`config.mk`:
```
export PLATFORM = sky130hd
export DESIGN_NAME = http_body_chunk_decoder
export DESIGN_NICKNAME = d
export VERILOG_FILES = /design/src/rtl/core/hbcd_pkg.sv /design/src/rtl/core/hbcd_regs.sv /design/src/rtl/core/hbcd_step.sv /design/src/rtl/core/http_body_chunk_decoder.sv
export SDC_FILE = /design/constraint.sdc
export NUM_CORES = 1
export LEC_CHECK = 0
export BUFFER_PORTS_ARGS = -buffer_cell sky130_fd_sc_hd__buf_2
export CORE_MARGIN = 2
export CORE_UTILIZATION = 61
export DETAILED_ROUTE_END_ITERATION = 10
export PLACE_DENSITY = 0.81
export RECOVER_POWER = 50
export SLEW_MARGIN = 10
export SYNTH_ARGS = -nofsm -noshare
export SYNTH_HDL_FRONTEND = slang
export SYNTH_SLANG_ARGS = --single-unit
```
`constraint.sdc`:
```
create_clock -name clk -period 6.3 [get_ports clk]
set_input_delay 0.315 -clock clk [delete_from_list [all_inputs] [get_ports clk]]
set_output_delay 0.315 -clock clk [all_outputs]
set_load 0.02 [all_outputs]
```
`src/rtl/core/hbcd_pkg.sv`:
```
// Shared types, constants and helpers of the HTTP body chunk decoder.
// No dependencies; imported by every module of the block.
package hbcd_pkg;

	localparam int LEN_BITS = 32;	// width of chunk size and remaining count
	localparam int CNT_BITS = 32;	// payload byte counter, wraps
	localparam int REG_BITS = 32;	// configuration data width
	localparam int ADDR_BITS = 3;	// two registers at byte addresses 0 and 4

	localparam logic [7:0] CH_CR = 8'h0d;
	localparam logic [7:0] CH_LF = 8'h0a;

	// register indexes (paddr[2])
	localparam logic REG_MODE = 1'b0;
	localparam logic REG_LEN  = 1'b1;

	typedef enum logic [6:0] {
		PH_SIZE   = 7'b0000001,
		PH_SIZELF = 7'b0000010,
		PH_DATA   = 7'b0000100,
		PH_CR     = 7'b0001000,
		PH_LF     = 7'b0010000,
		PH_DONE   = 7'b0100000,
		PH_ERROR  = 7'b1000000
	} phase_t;

	typedef enum logic [1:0] {
		ERR_NONE = 2'd0,
		ERR_SIZE = 2'd1,
		ERR_CRLF = 2'd2,
		ERR_OVF  = 2'd3
	} err_t;

	typedef struct packed {
		logic                chunked_mode;
		logic [REG_BITS-1:0] body_length;
	} cfg_t;

	typedef struct packed {
		phase_t              phase;
		logic [LEN_BITS-1:0] size_acc;
		logic                digit_seen;
		logic [LEN_BITS-1:0] remaining;
		logic [CNT_BITS-1:0] received;
		err_t                err;
	} dec_state_t;

	typedef struct packed {
		logic [7:0] payload_byte;
		logic       payload_valid;
		logic       body_done;
		logic       leftover;
		logic       error_flag;
		err_t       error_code;
	} result_t;

	// {is_hex, value}
	function automatic logic [4:0] hex_value(input logic [7:0] c);
		logic [4:0] r;
		r = 5'd0;
		if (c >= 8'h30 && c <= 8'h39)
			r = {1'b1, 4'(c - 8'h30)};
		else if (c >= 8'h61 && c <= 8'h66)
			r = {1'b1, 4'(c - 8'h57)};
		else if (c >= 8'h41 && c <= 8'h46)
			r = {1'b1, 4'(c - 8'h37)};
		return r;
	endfunction

	function automatic dec_state_t clear_state();
		dec_state_t s;
		s.phase      = PH_SIZE;
		s.size_acc   = '0;
		s.digit_seen = 1'b0;
		s.remaining  = '0;
		s.received   = '0;
		s.err        = ERR_NONE;
		return s;
	endfunction

endpackage

```
`src/rtl/core/hbcd_regs.sv`:
```
// Configuration registers of the body decoder behind an APB-style port.
// Depends on hbcd_pkg.
module hbcd_regs
	import hbcd_pkg::*;
(
	input  logic                 clk,
	input  logic                 arst_n,
	input  logic                 psel,
	input  logic                 penable,
	input  logic                 pwrite,
	input  logic [ADDR_BITS-1:0] paddr,
	input  logic [REG_BITS-1:0]  pwdata,
	output logic [REG_BITS-1:0]  prdata,
	output logic                 pready,
	output cfg_t                 cfg
);

	logic                chunked_mode_q;
	logic [REG_BITS-1:0] body_length_q;
	logic                wr_en;

	assign pready = 1'b1;
	assign wr_en  = psel & penable & pwrite & pready;

	always_ff @(posedge clk or negedge arst_n) begin
		if (!arst_n) begin
			chunked_mode_q <= 1'b0;
			body_length_q  <= '0;
		end else if (wr_en) begin
			unique case (paddr[2])
				REG_MODE: chunked_mode_q <= pwdata[0];
				REG_LEN:  body_length_q  <= pwdata;
				default:  ;
			endcase
		end
	end

	always_comb begin
		unique case (paddr[2])
			REG_MODE: prdata = {{(REG_BITS-1){1'b0}}, chunked_mode_q};
			REG_LEN:  prdata = body_length_q;
			default:  prdata = '0;
		endcase
	end

	assign cfg.chunked_mode = chunked_mode_q;
	assign cfg.body_length  = body_length_q;

endmodule

```
`src/rtl/core/hbcd_step.sv`:
```
// Next-state and result logic for one body byte.
// Depends on hbcd_pkg.
module hbcd_step
	import hbcd_pkg::*;
(
	input  cfg_t       cfg,
	input  dec_state_t cur,
	input  logic [7:0] data_byte,
	input  logic       restart,
	output dec_state_t nxt,
	output result_t    res
);

	dec_state_t          s;
	logic                pay;
	logic                left;
	logic [4:0]          hv;
	logic [CNT_BITS-1:0] rcv_inc;
	logic [LEN_BITS-1:0] rem_dec;

	always_comb begin
		s       = restart ? clear_state() : cur;
		nxt     = s;
		pay     = 1'b0;
		left    = 1'b0;
		hv      = hex_value(data_byte);
		rcv_inc = s.received + 1'b1;
		rem_dec = s.remaining - 1'b1;

		if (s.phase == PH_ERROR) begin
			// bytes after an error are dropped
		end else if (s.phase == PH_DONE) begin
			left = 1'b1;
		end else if (!cfg.chunked_mode) begin
			if (s.received >= cfg.body_length) begin
				nxt.phase = PH_DONE;
				left      = 1'b1;
			end else begin
				pay          = 1'b1;
				nxt.received = rcv_inc;
				if (rcv_inc >= cfg.body_length)
					nxt.phase = PH_DONE;
			end
		end else begin
			unique case (s.phase)
				PH_SIZE: begin
					if (data_byte == CH_CR) begin
						nxt.phase = PH_SIZELF;
					end else if (!hv[4]) begin
						nxt.phase = PH_ERROR;
						nxt.err   = ERR_SIZE;
					end else if (s.size_acc[LEN_BITS-1 -: 4] != 4'd0) begin
						nxt.phase = PH_ERROR;
						nxt.err   = ERR_OVF;
					end else begin
						nxt.size_acc   = {s.size_acc[LEN_BITS-5:0], hv[3:0]};
						nxt.digit_seen = 1'b1;
					end
				end
				PH_SIZELF: begin
					if (data_byte != CH_LF || !s.digit_seen) begin
						nxt.phase = PH_ERROR;
						nxt.err   = ERR_SIZE;
					end else if (s.size_acc == '0) begin
						nxt.phase = PH_DONE;
					end else begin
						nxt.remaining = s.size_acc;
						nxt.phase     = PH_DATA;
					end
				end
				PH_DATA: begin
					pay           = 1'b1;
					nxt.received  = rcv_inc;
					nxt.remaining = rem_dec;
					if (rem_dec == '0)
						nxt.phase = PH_CR;
				end
				PH_CR: begin
					if (data_byte == CH_CR) begin
						nxt.phase = PH_LF;
					end else begin
						nxt.phase = PH_ERROR;
						nxt.err   = ERR_CRLF;
					end
				end
				PH_LF: begin
					if (data_byte == CH_LF) begin
						nxt.phase      = PH_SIZE;
						nxt.size_acc   = '0;
						nxt.digit_seen = 1'b0;
					end else begin
						nxt.phase = PH_ERROR;
						nxt.err   = ERR_CRLF;
					end
				end
				default: begin
					nxt.phase = PH_ERROR;
					nxt.err   = ERR_SIZE;
				end
			endcase
		end

		res.payload_byte  = pay ? data_byte : 8'd0;
		res.payload_valid = pay;
		res.body_done     = (nxt.phase == PH_DONE);
		res.leftover      = left;
		res.error_flag    = (nxt.err != ERR_NONE);
		res.error_code    = nxt.err;
	end

endmodule

```
`src/rtl/core/http_body_chunk_decoder.sv`:
```
// Top level of the HTTP/1.1 body decoder: stream ports, APB registers,
// input and result registers. Depends on hbcd_pkg, hbcd_regs, hbcd_step.
//
// Usage:
//  - Slave stream: one raw body byte per transfer in s_tdata; s_tuser
//    carries restart, which clears the decoder before that byte.
//  - Master stream: exactly one result per input byte, in order. m_tdata
//    holds the payload byte (zero when not payload), m_tuser the flags.
//  - Registers: chunked_mode at 0x0, body_length at 0x4; write them only
//    while no byte is in flight.
//  - Pipeline: one input register, one result register. A byte moves from
//    the input register into the result register when the latter is empty
//    or being taken. Throughput: one byte per cycle while m_tready stays
//    high; the combinational decode step between the registers sets it.
//  - Stall: the input register advances whenever the result register is
//    empty or being taken, so s_tready drops only while both hold data
//    and m_tready is low. Nothing is lost or repeated across a stall.
//  - Reset: both pipeline slots empty, decoder in size-line start,
//    counters and error cleared, registers at zero (fixed length, 0 bytes).
//  - Errors are sticky until a byte with restart set arrives.
module http_body_chunk_decoder
	import hbcd_pkg::*;
(
	input  logic                 clk,
	input  logic                 arst_n,
	// input stream
	input  logic                 s_tvalid,
	output logic                 s_tready,
	input  logic [7:0]           s_tdata,	// [7:0] data_byte
	input  logic                 s_tuser,	// [0] restart
	// result stream
	output logic                 m_tvalid,
	input  logic                 m_tready,
	output logic [7:0]           m_tdata,	// [7:0] payload_byte
	output logic [5:0]           m_tuser,	// [0] payload_valid, [1] body_done,
						// [2] leftover, [3] error_flag, [5:4] error_code
	// configuration
	input  logic                 psel,
	input  logic                 penable,
	input  logic                 pwrite,
	input  logic [ADDR_BITS-1:0] paddr,
	input  logic [REG_BITS-1:0]  pwdata,
	output logic [REG_BITS-1:0]  prdata,
	output logic                 pready
);

	cfg_t       cfg;
	dec_state_t state_q;
	dec_state_t state_nxt;
	result_t    res;

	logic       valid_s1;
	logic [7:0] byte_s1;
	logic       restart_s1;
	logic       valid_s2;
	logic [7:0] tdata_s2;
	logic [5:0] tuser_s2;

	logic adv_s1;	// s1 item moves into the result register this cycle
	logic take_in;

	hbcd_regs u_regs (
		.clk     (clk),
		.arst_n  (arst_n),
		.psel    (psel),
		.penable (penable),
		.pwrite  (pwrite),
		.paddr   (paddr),
		.pwdata  (pwdata),
		.prdata  (prdata),
		.pready  (pready),
		.cfg     (cfg)
	);

	hbcd_step u_step (
		.cfg       (cfg),
		.cur       (state_q),
		.data_byte (byte_s1),
		.restart   (restart_s1),
		.nxt       (state_nxt),
		.res       (res)
	);

	assign adv_s1   = valid_s1 & (~valid_s2 | m_tready);
	assign s_tready = ~valid_s1 | adv_s1;
	assign take_in  = s_tvalid & s_tready;

	// input register
	always_ff @(posedge clk or negedge arst_n) begin
		if (!arst_n) begin
			valid_s1 <= 1'b0;
		end else if (s_tready) begin
			valid_s1 <= s_tvalid;
		end
	end

	always_ff @(posedge clk) begin
		if (take_in) begin
			byte_s1    <= s_tdata;
			restart_s1 <= s_tuser;
		end
	end

	// decoder state commits as the item leaves s1
	always_ff @(posedge clk or negedge arst_n) begin
		if (!arst_n) begin
			state_q <= clear_state();
		end else if (adv_s1) begin
			state_q <= state_nxt;
		end
	end

	// result register
	always_ff @(posedge clk or negedge arst_n) begin
		if (!arst_n) begin
			valid_s2 <= 1'b0;
		end else if (~valid_s2 | m_tready) begin
			valid_s2 <= valid_s1;
		end
	end

	always_ff @(posedge clk) begin
		if (adv_s1) begin
			tdata_s2 <= res.payload_byte;
			tuser_s2 <= {res.error_code, res.error_flag, res.leftover,
				res.body_done, res.payload_valid};
		end
	end

	assign m_tvalid = valid_s2;
	assign m_tdata  = tdata_s2;
	assign m_tuser  = tuser_s2;

	// error flag always agrees with a non-zero code
	a_err_flag: assert property (@(posedge clk) disable iff (!arst_n)
		m_tvalid |-> (m_tuser[3] == (m_tuser[5:4] != 2'd0)))
		else $error("error_flag disagrees with error_code");

	// a byte is never both payload and leftover
	a_pay_left: assert property (@(posedge clk) disable iff (!arst_n)
		m_tvalid |-> !(m_tuser[0] && m_tuser[2]))
		else $error("payload and leftover both set");

	// leftover only once the body has ended
	a_left_done: assert property (@(posedge clk) disable iff (!arst_n)
		(m_tvalid && m_tuser[2]) |-> m_tuser[1])
		else $error("leftover without body_done");

	// error phase always carries a stored code
	a_err_state: assert property (@(posedge clk) disable iff (!arst_n)
		(state_q.phase == PH_ERROR) |-> (state_q.err != ERR_NONE))
		else $error("error phase without error code");

endmodule
```
After elaboration in Yosys (flattened, before gate mapping)
Index checks and enable logic that the tools add are counted.
{"block": "op_classes", "add_sub_neg": 5, "mul": 0, "div": 0, "magnitude_cmp": 8, "eq_ne": 11, "n_shift": 0, "muxes": 47, "bitwise": 9, "n_reduce_logical": 11}
{"cell": "$mux 106", "n": 3}
{"cell": "$mux 32", "n": 5}
{"cell": "$mux 33", "n": 4}
{"cell": "$pmux 32 s2", "n": 2}
{"cell": "$mux 7", "n": 10}
{"cell": "$pmux 33 s2", "n": 1}
{"cell": "$mux 65", "n": 1}
{"cell": "$ge 32x32->1", "n": 2}
{"cell": "$logic_not 32->1", "n": 2}
{"cell": "$pmux 7 s5", "n": 1}
{"cell": "$add 32x1->32 const B", "n": 1}
{"cell": "$sub 32x1->32 const B", "n": 1}
{"cell": "$eq 8x4->1 const B", "n": 2}
{"cell": "$ge 8x7->1 const B", "n": 2}
{"cell": "$le 8x7->1 const B", "n": 2}
{"cell": "$mux 5", "n": 3}
{"cell": "$eq 7x6->1 const B", "n": 2}
{"cell": "$mux 2", "n": 7}
{"cell": "$pmux 2 s5", "n": 1}
{"cell": "$ge 8x6->1 const B", "n": 1}
{"cell": "$le 8x6->1 const B", "n": 1}
{"cell": "$mux 1", "n": 8}
{"cell": "$ne 8x4->1 const B", "n": 1}
{"cell": "$sub 4x3->4 const B", "n": 2}
{"cell": "17 further kinds", "n": 26}
{"block": "totals", "regBits": 164, "latch_bits": 0, "ram_bits": 0, "mem_bits_ro": 0, "elab_cells": 106, "mem_count": 0}

Logic depth before layout (Yosys ltp)
{"block": "depth", "word_depth": 13, "depth_mapped": 26, "mapped_depth_nobuf": 19}

Modules after synthesis
From an unflattened synthesis, not the netlist that was laid out.
{"block": "unflattened", "cells_unflattened": 1313, "area_unflattened_um2": 12425.7}
{"module": "hbcd_step", "instances": 1, "cells_per_inst": 949, "area_each_um2": 5984.5, "seq_area_each_um2": 0.0}
{"module": "http_body_chunk_decoder", "instances": 1, "cells_per_inst": 255, "area_each_um2": 4832.1, "seq_area_each_um2": 3394.5}
{"module": "hbcd_regs", "instances": 1, "cells_per_inst": 109, "area_each_um2": 1609.0, "seq_area_each_um2": 825.8}

Least setup slack after synthesis
OpenSTA, ideal clock, no wires.
{"block": "synth_path", "path_type": "register to register", "from": "reg restart_s1", "to": "reg state_q[101] (netlist name)", "setup_ps": 124, "t_arrival_ps": 5133, "required_time_ps": 6176, "setup_slack_ps": 1043, "path_stages_with_launch": 24, "period_less_slack_ps": 5257, "cell_sequence": "edfxtp_1 -> clkbuf_1 -> clkbuf_1 -> clkbuf_1 -> buf_1 -> clkbuf_1 -> clkbuf_1 -> nor2b_1 -> ha_1 -> nand4_1 -> nor4_1 -> nand3_1 -> nor3_1 -> and3_1 -> nand3_1 -> xnor2_1 -> ha_1 -> nand4_1 -> nor2_1 -> or4b_1 -> and3_1 -> clkbuf_1 -> a21o_1 -> a211o_1"}
{"block": "synth_between", "elab_chain_len": 9, "elab_cells_between_ends": 29, "classes_between": "add/sub: 2; order compare: 2; eq/ne: 7; mux: 13; reduce/logical: 5"}
{"element": "from (decl)", "line": "http_body_chunk_decoder.sv:54", "source": "logic restart_s1;"}
{"element": "from (signal assigned)", "line": "http_body_chunk_decoder.sv:100", "source": "restart_s1 <= s_tuser;"}
{"element": "$mux 106 (*)", "line": "hbcd_step.sv:22", "source": "s = restart ? clear_state() : cur;"}
{"element": "parallel branches: the longest is 7 deep, another holds $add 32x1->32"}
{"element": "$mux 106 (*)", "line": "hbcd_step.sv:30", "source": "if (s.phase == PH_ERROR) begin"}
{"element": "to (signal assigned)", "line": "http_body_chunk_decoder.sv:107", "source": "state_q <= clear_state();"}
{"element": "to (signal assigned)", "line": "http_body_chunk_decoder.sv:109", "source": "state_q <= state_nxt;"}
{"element": "to (decl)", "line": "http_body_chunk_decoder.sv:48", "source": "dec_state_t state_q;"}
Every way passes the cells marked *.
A chain may end at the register's enable or synchronous reset.

Final worst setup path
{"block": "layout_path", "from": "reg restart_s1", "to": "reg state_q[100] (netlist name)"}
Same word-level chain as after synthesis.

==> impl_results.md <==
- Outcome: finished with violations
- Failing checks: max-capacitance violations, max-slew violations
- DR WL/cell: 19.0 um
- Crit end category: register
- Global-route wire length before repair: 49.7 mm
- Mapped Cells: 1293
- Met3 Track Usage GR: 5.50%
- # setup viols final: 0
- # port buffers: 96
- Initial antenna violation count: 0
- CP max stage delay: 750 ps
- Post-DP HPWL: 20.5 mm
- FMAX: 187 MHz
- Share of layout cells above drive strength 1: 11.8%
- Yosys Warn Count: 0
- Clock tree buffer depth: 2
- Period Utilization, post-route: 84.9%
- Most used routing layer: met2
- Die H: 141 um
- Antenna diodes: 0
- Core Area: 0.0186 mm^2
- # DRC: 0
- Reg2reg end: state_q[100]
- Final hold vios: 0
- RSZ-0062 raised after global routing: false
- CP most frequent cell: o21ai_0
- Reg-to-Reg Start: restart_s1
- Most frequent cell after synthesis: dfrtp_1
- Largest net degree at the start of global routing: 80
- Rows: 50
- WP depth: 19
- Layout area overhead: 9.99%
- Max Slew Vio Count: 188
- CTS clk-pin slew, worst paths: 70 ps
- Io pins: 100
- Ys async rst share: 86.0%
- Routed Antenna Nets: 0
- Hold/Removal Path Class: input port to register
- Placed Area: 0.0121 mm^2
- Sequential-to-total area share from yosys stat: 36.8%
- Critical path class: register to register
- Vias per cell: 6.61
- Post-layout util: 67.8%
- VDD IR max: 0.226 mV
- Synth cell types: 81
- Top cell type's share of synthesized area: 30.6%
- M1 GR Usage: 41.8%
- Final #Nets: 1462
- CTS root buffer: clkbuf_16
- Max cap viols: 4
- Slew @ Worst Pin: 3660 ps
- Yosys top cell by area: dfrtp_1
- Die area: 0.0199 mm^2
- Cell Chain, Critical Path: buf_4, nor2b_1, ha_1, nand4_1, nor4_1, nand3_1, nor3_1, nand3_1, o21ai_0, nand2_1, ha_1, o21ai_0, o21ai_0, o211ai_1, a21oi_1, a2111oi_0, and3_1, a41oi_1, o311ai_1
- CP endpoint: state_q[100]
- CP Max Fanout: 13
- Slew HR: -144%
- Final clock skew: 10.0 ps
- Total gr overflow: 0
- Setup Buffers After CTS: 0
- Main area contributors after synthesis: dfrtp_1 31%, ha_1 7.8%, edfxtp_1 6.0%, nand2_1 3.9%, mux2_2 3.5%
- H-tree depth: 4
- Register-to-register setup slack: 950 ps
- Clock tree sinks: 164
- Worst Path Buf+Inv: 1
- Total detailed-routing wirelength: 30.1 mm
- Mean post-synth cell area: 8.86 um^2
- Initial DRC count: 1210
- Critical Path RT: 6640 ps
- Period minus WS final: 5350 ps
- Design Area, Final: 0.0126 mm^2
- Worst-case reg-to-reg path depth: 19
- Register bit total from synthesis: 164
- Setup TNS: 0 ps
- Vias: 10500
- Startpoint Class: register
- Syn Nets: 1415
- Drt first pass iters: 5
- CTS buffer count: 17
- Delay-heaviest family, CP: simple AND/OR/NAND/NOR gates
- Initial Utilization: 61.7%
- CTS tree: yes
- Setup crit start: restart_s1
- Post-Syn Area: 0.0115 mm^2
- Die width: 141 um
- Critical Path AT: 5690 ps
- Pwr per Cell Area: 275 mW/mm^2
- GRT Total Usage: 30.6%
- CP max-delay cell: nor4_1
- Final Wtd Congestion: 0.927
- Post-synth EDFFs: 23
- Pleak: 5.58 nW
- Vias in the first global route: 10000
- Met2 Usage GRT: 49.2%
- Resize count post-CTS: 0
- Clk_lat worst skew: 450 ps
- Final hold slack: 40.4 ps
- Final Power: 3.47 mW
- Synth top cells by count: 140 x dfrtp_1, 120 x nand2_1, 79 x clkbuf_1, 74 x a21oi_1
- Top_reg_cell synth: dfrtp_1
## layer usage
| layer | vias to the layer above | routed length [um] |
|---|---|---|
| met5 | - | 0 |
| met2 | 473 | 14100 |
| li1 | 4874 | - |
| met3 | 84 | 2180 |
| met4 | 0 | 880 |
| met1 | 5055 | 12900 |
## repair_timing
action	CTS	global route
endpoints found under the setup margin	0	0
hold endpoints to repair	61	0
hold buffers	1	0
## layout by cell type (no fill, tap or decap), drive strengths merged, types with 18 or more instances in the layout
master and count:
o2bb2ai 31, and2 36, nor2 71, mux2 36, clkbuf 57, a21oi 74, o21ai 82, a22oi 23
a22o 23, nand2 120, buf 72, edfxtp 23, nor2b 31, dfrtp 140, nand3 33, a2bb2oi 18
and3 19, ha 71, nor3 36, inv 73, xnor2 32, nor4 34, nand4 27
## worst min path at each step
| stage | startpoint | to | slack, ps | depth (start not counted) |
|---|---|---|---|---|
| final | s_tdata[2] | byte_s1[2] | 40 | 1 |
| after global routing | s_tdata[2] | byte_s1[2] | 30 | 1 |
| after CTS | s_tdata[2] | byte_s1[2] | 40 | 1 |
| after detailed placement | arst_n | u_regs.body_length_q[22] | 360 | 1 |
| after global placement | arst_n | u_regs.body_length_q[23] | 350 | 1 |
| after floorplan | arst_n | m_tvalid | 20 | 0 |
## flip-flops by register name, summed over array words and instances, names as in the netlist
register,flops
state_q,106
u_regs.body_length_q,32
byte_s1,8
m_tdata,8
m_tuser,6
m_tvalid,1
restart_s1,1
u_regs.chunked_mode_q,1
valid_s1,1
## report_power, final
group	internal [mW]	switching, mW
Sequential	1.23	0.174
Combinational	0.370	0.611
Clock	0.571	0.507
Total	2.18	1.29
## cells by family (layout without fill, tap and decap cells)
group                      Yosys count  after routing  synth area share [%]
AOI/OAI and AO/OA                  356            356                  21.5
xor gates and xnor gates            43             43                  3.29
adders and majority gates           71             71                  7.75
buffers and inverters              148            208                  4.89
DFF                                164            164                  36.8
muxes                               45             45                  4.32
other                                1              1                0.0327
and+or+nand+nor                    465            465                  21.4
## per-stage QoR
| step | std cells | worst slack (ps) |
|---|---|---|
| after floorplan | 1293 | 1040 |
| after global placement | 1554 | 1240 |
| after detailed placement | 1554 | 1170 |
| after CTS | 1587 | 1120 |
| after global routing | 1587 | 504 |
| final | 1587 | 954 |
## area by class of cell
cell class | count | area [um^2]
sequential | 164 | 4220
multi-input combinational | 981 | 6680
clock inverter | 15 | 180
clock buffer | 17 | 425
inverter | 63 | 236
timing repair buffer | 113 | 566
tap | 234 | 293
fill | 1492 | 5980
(Power assumes the default switching activity.)
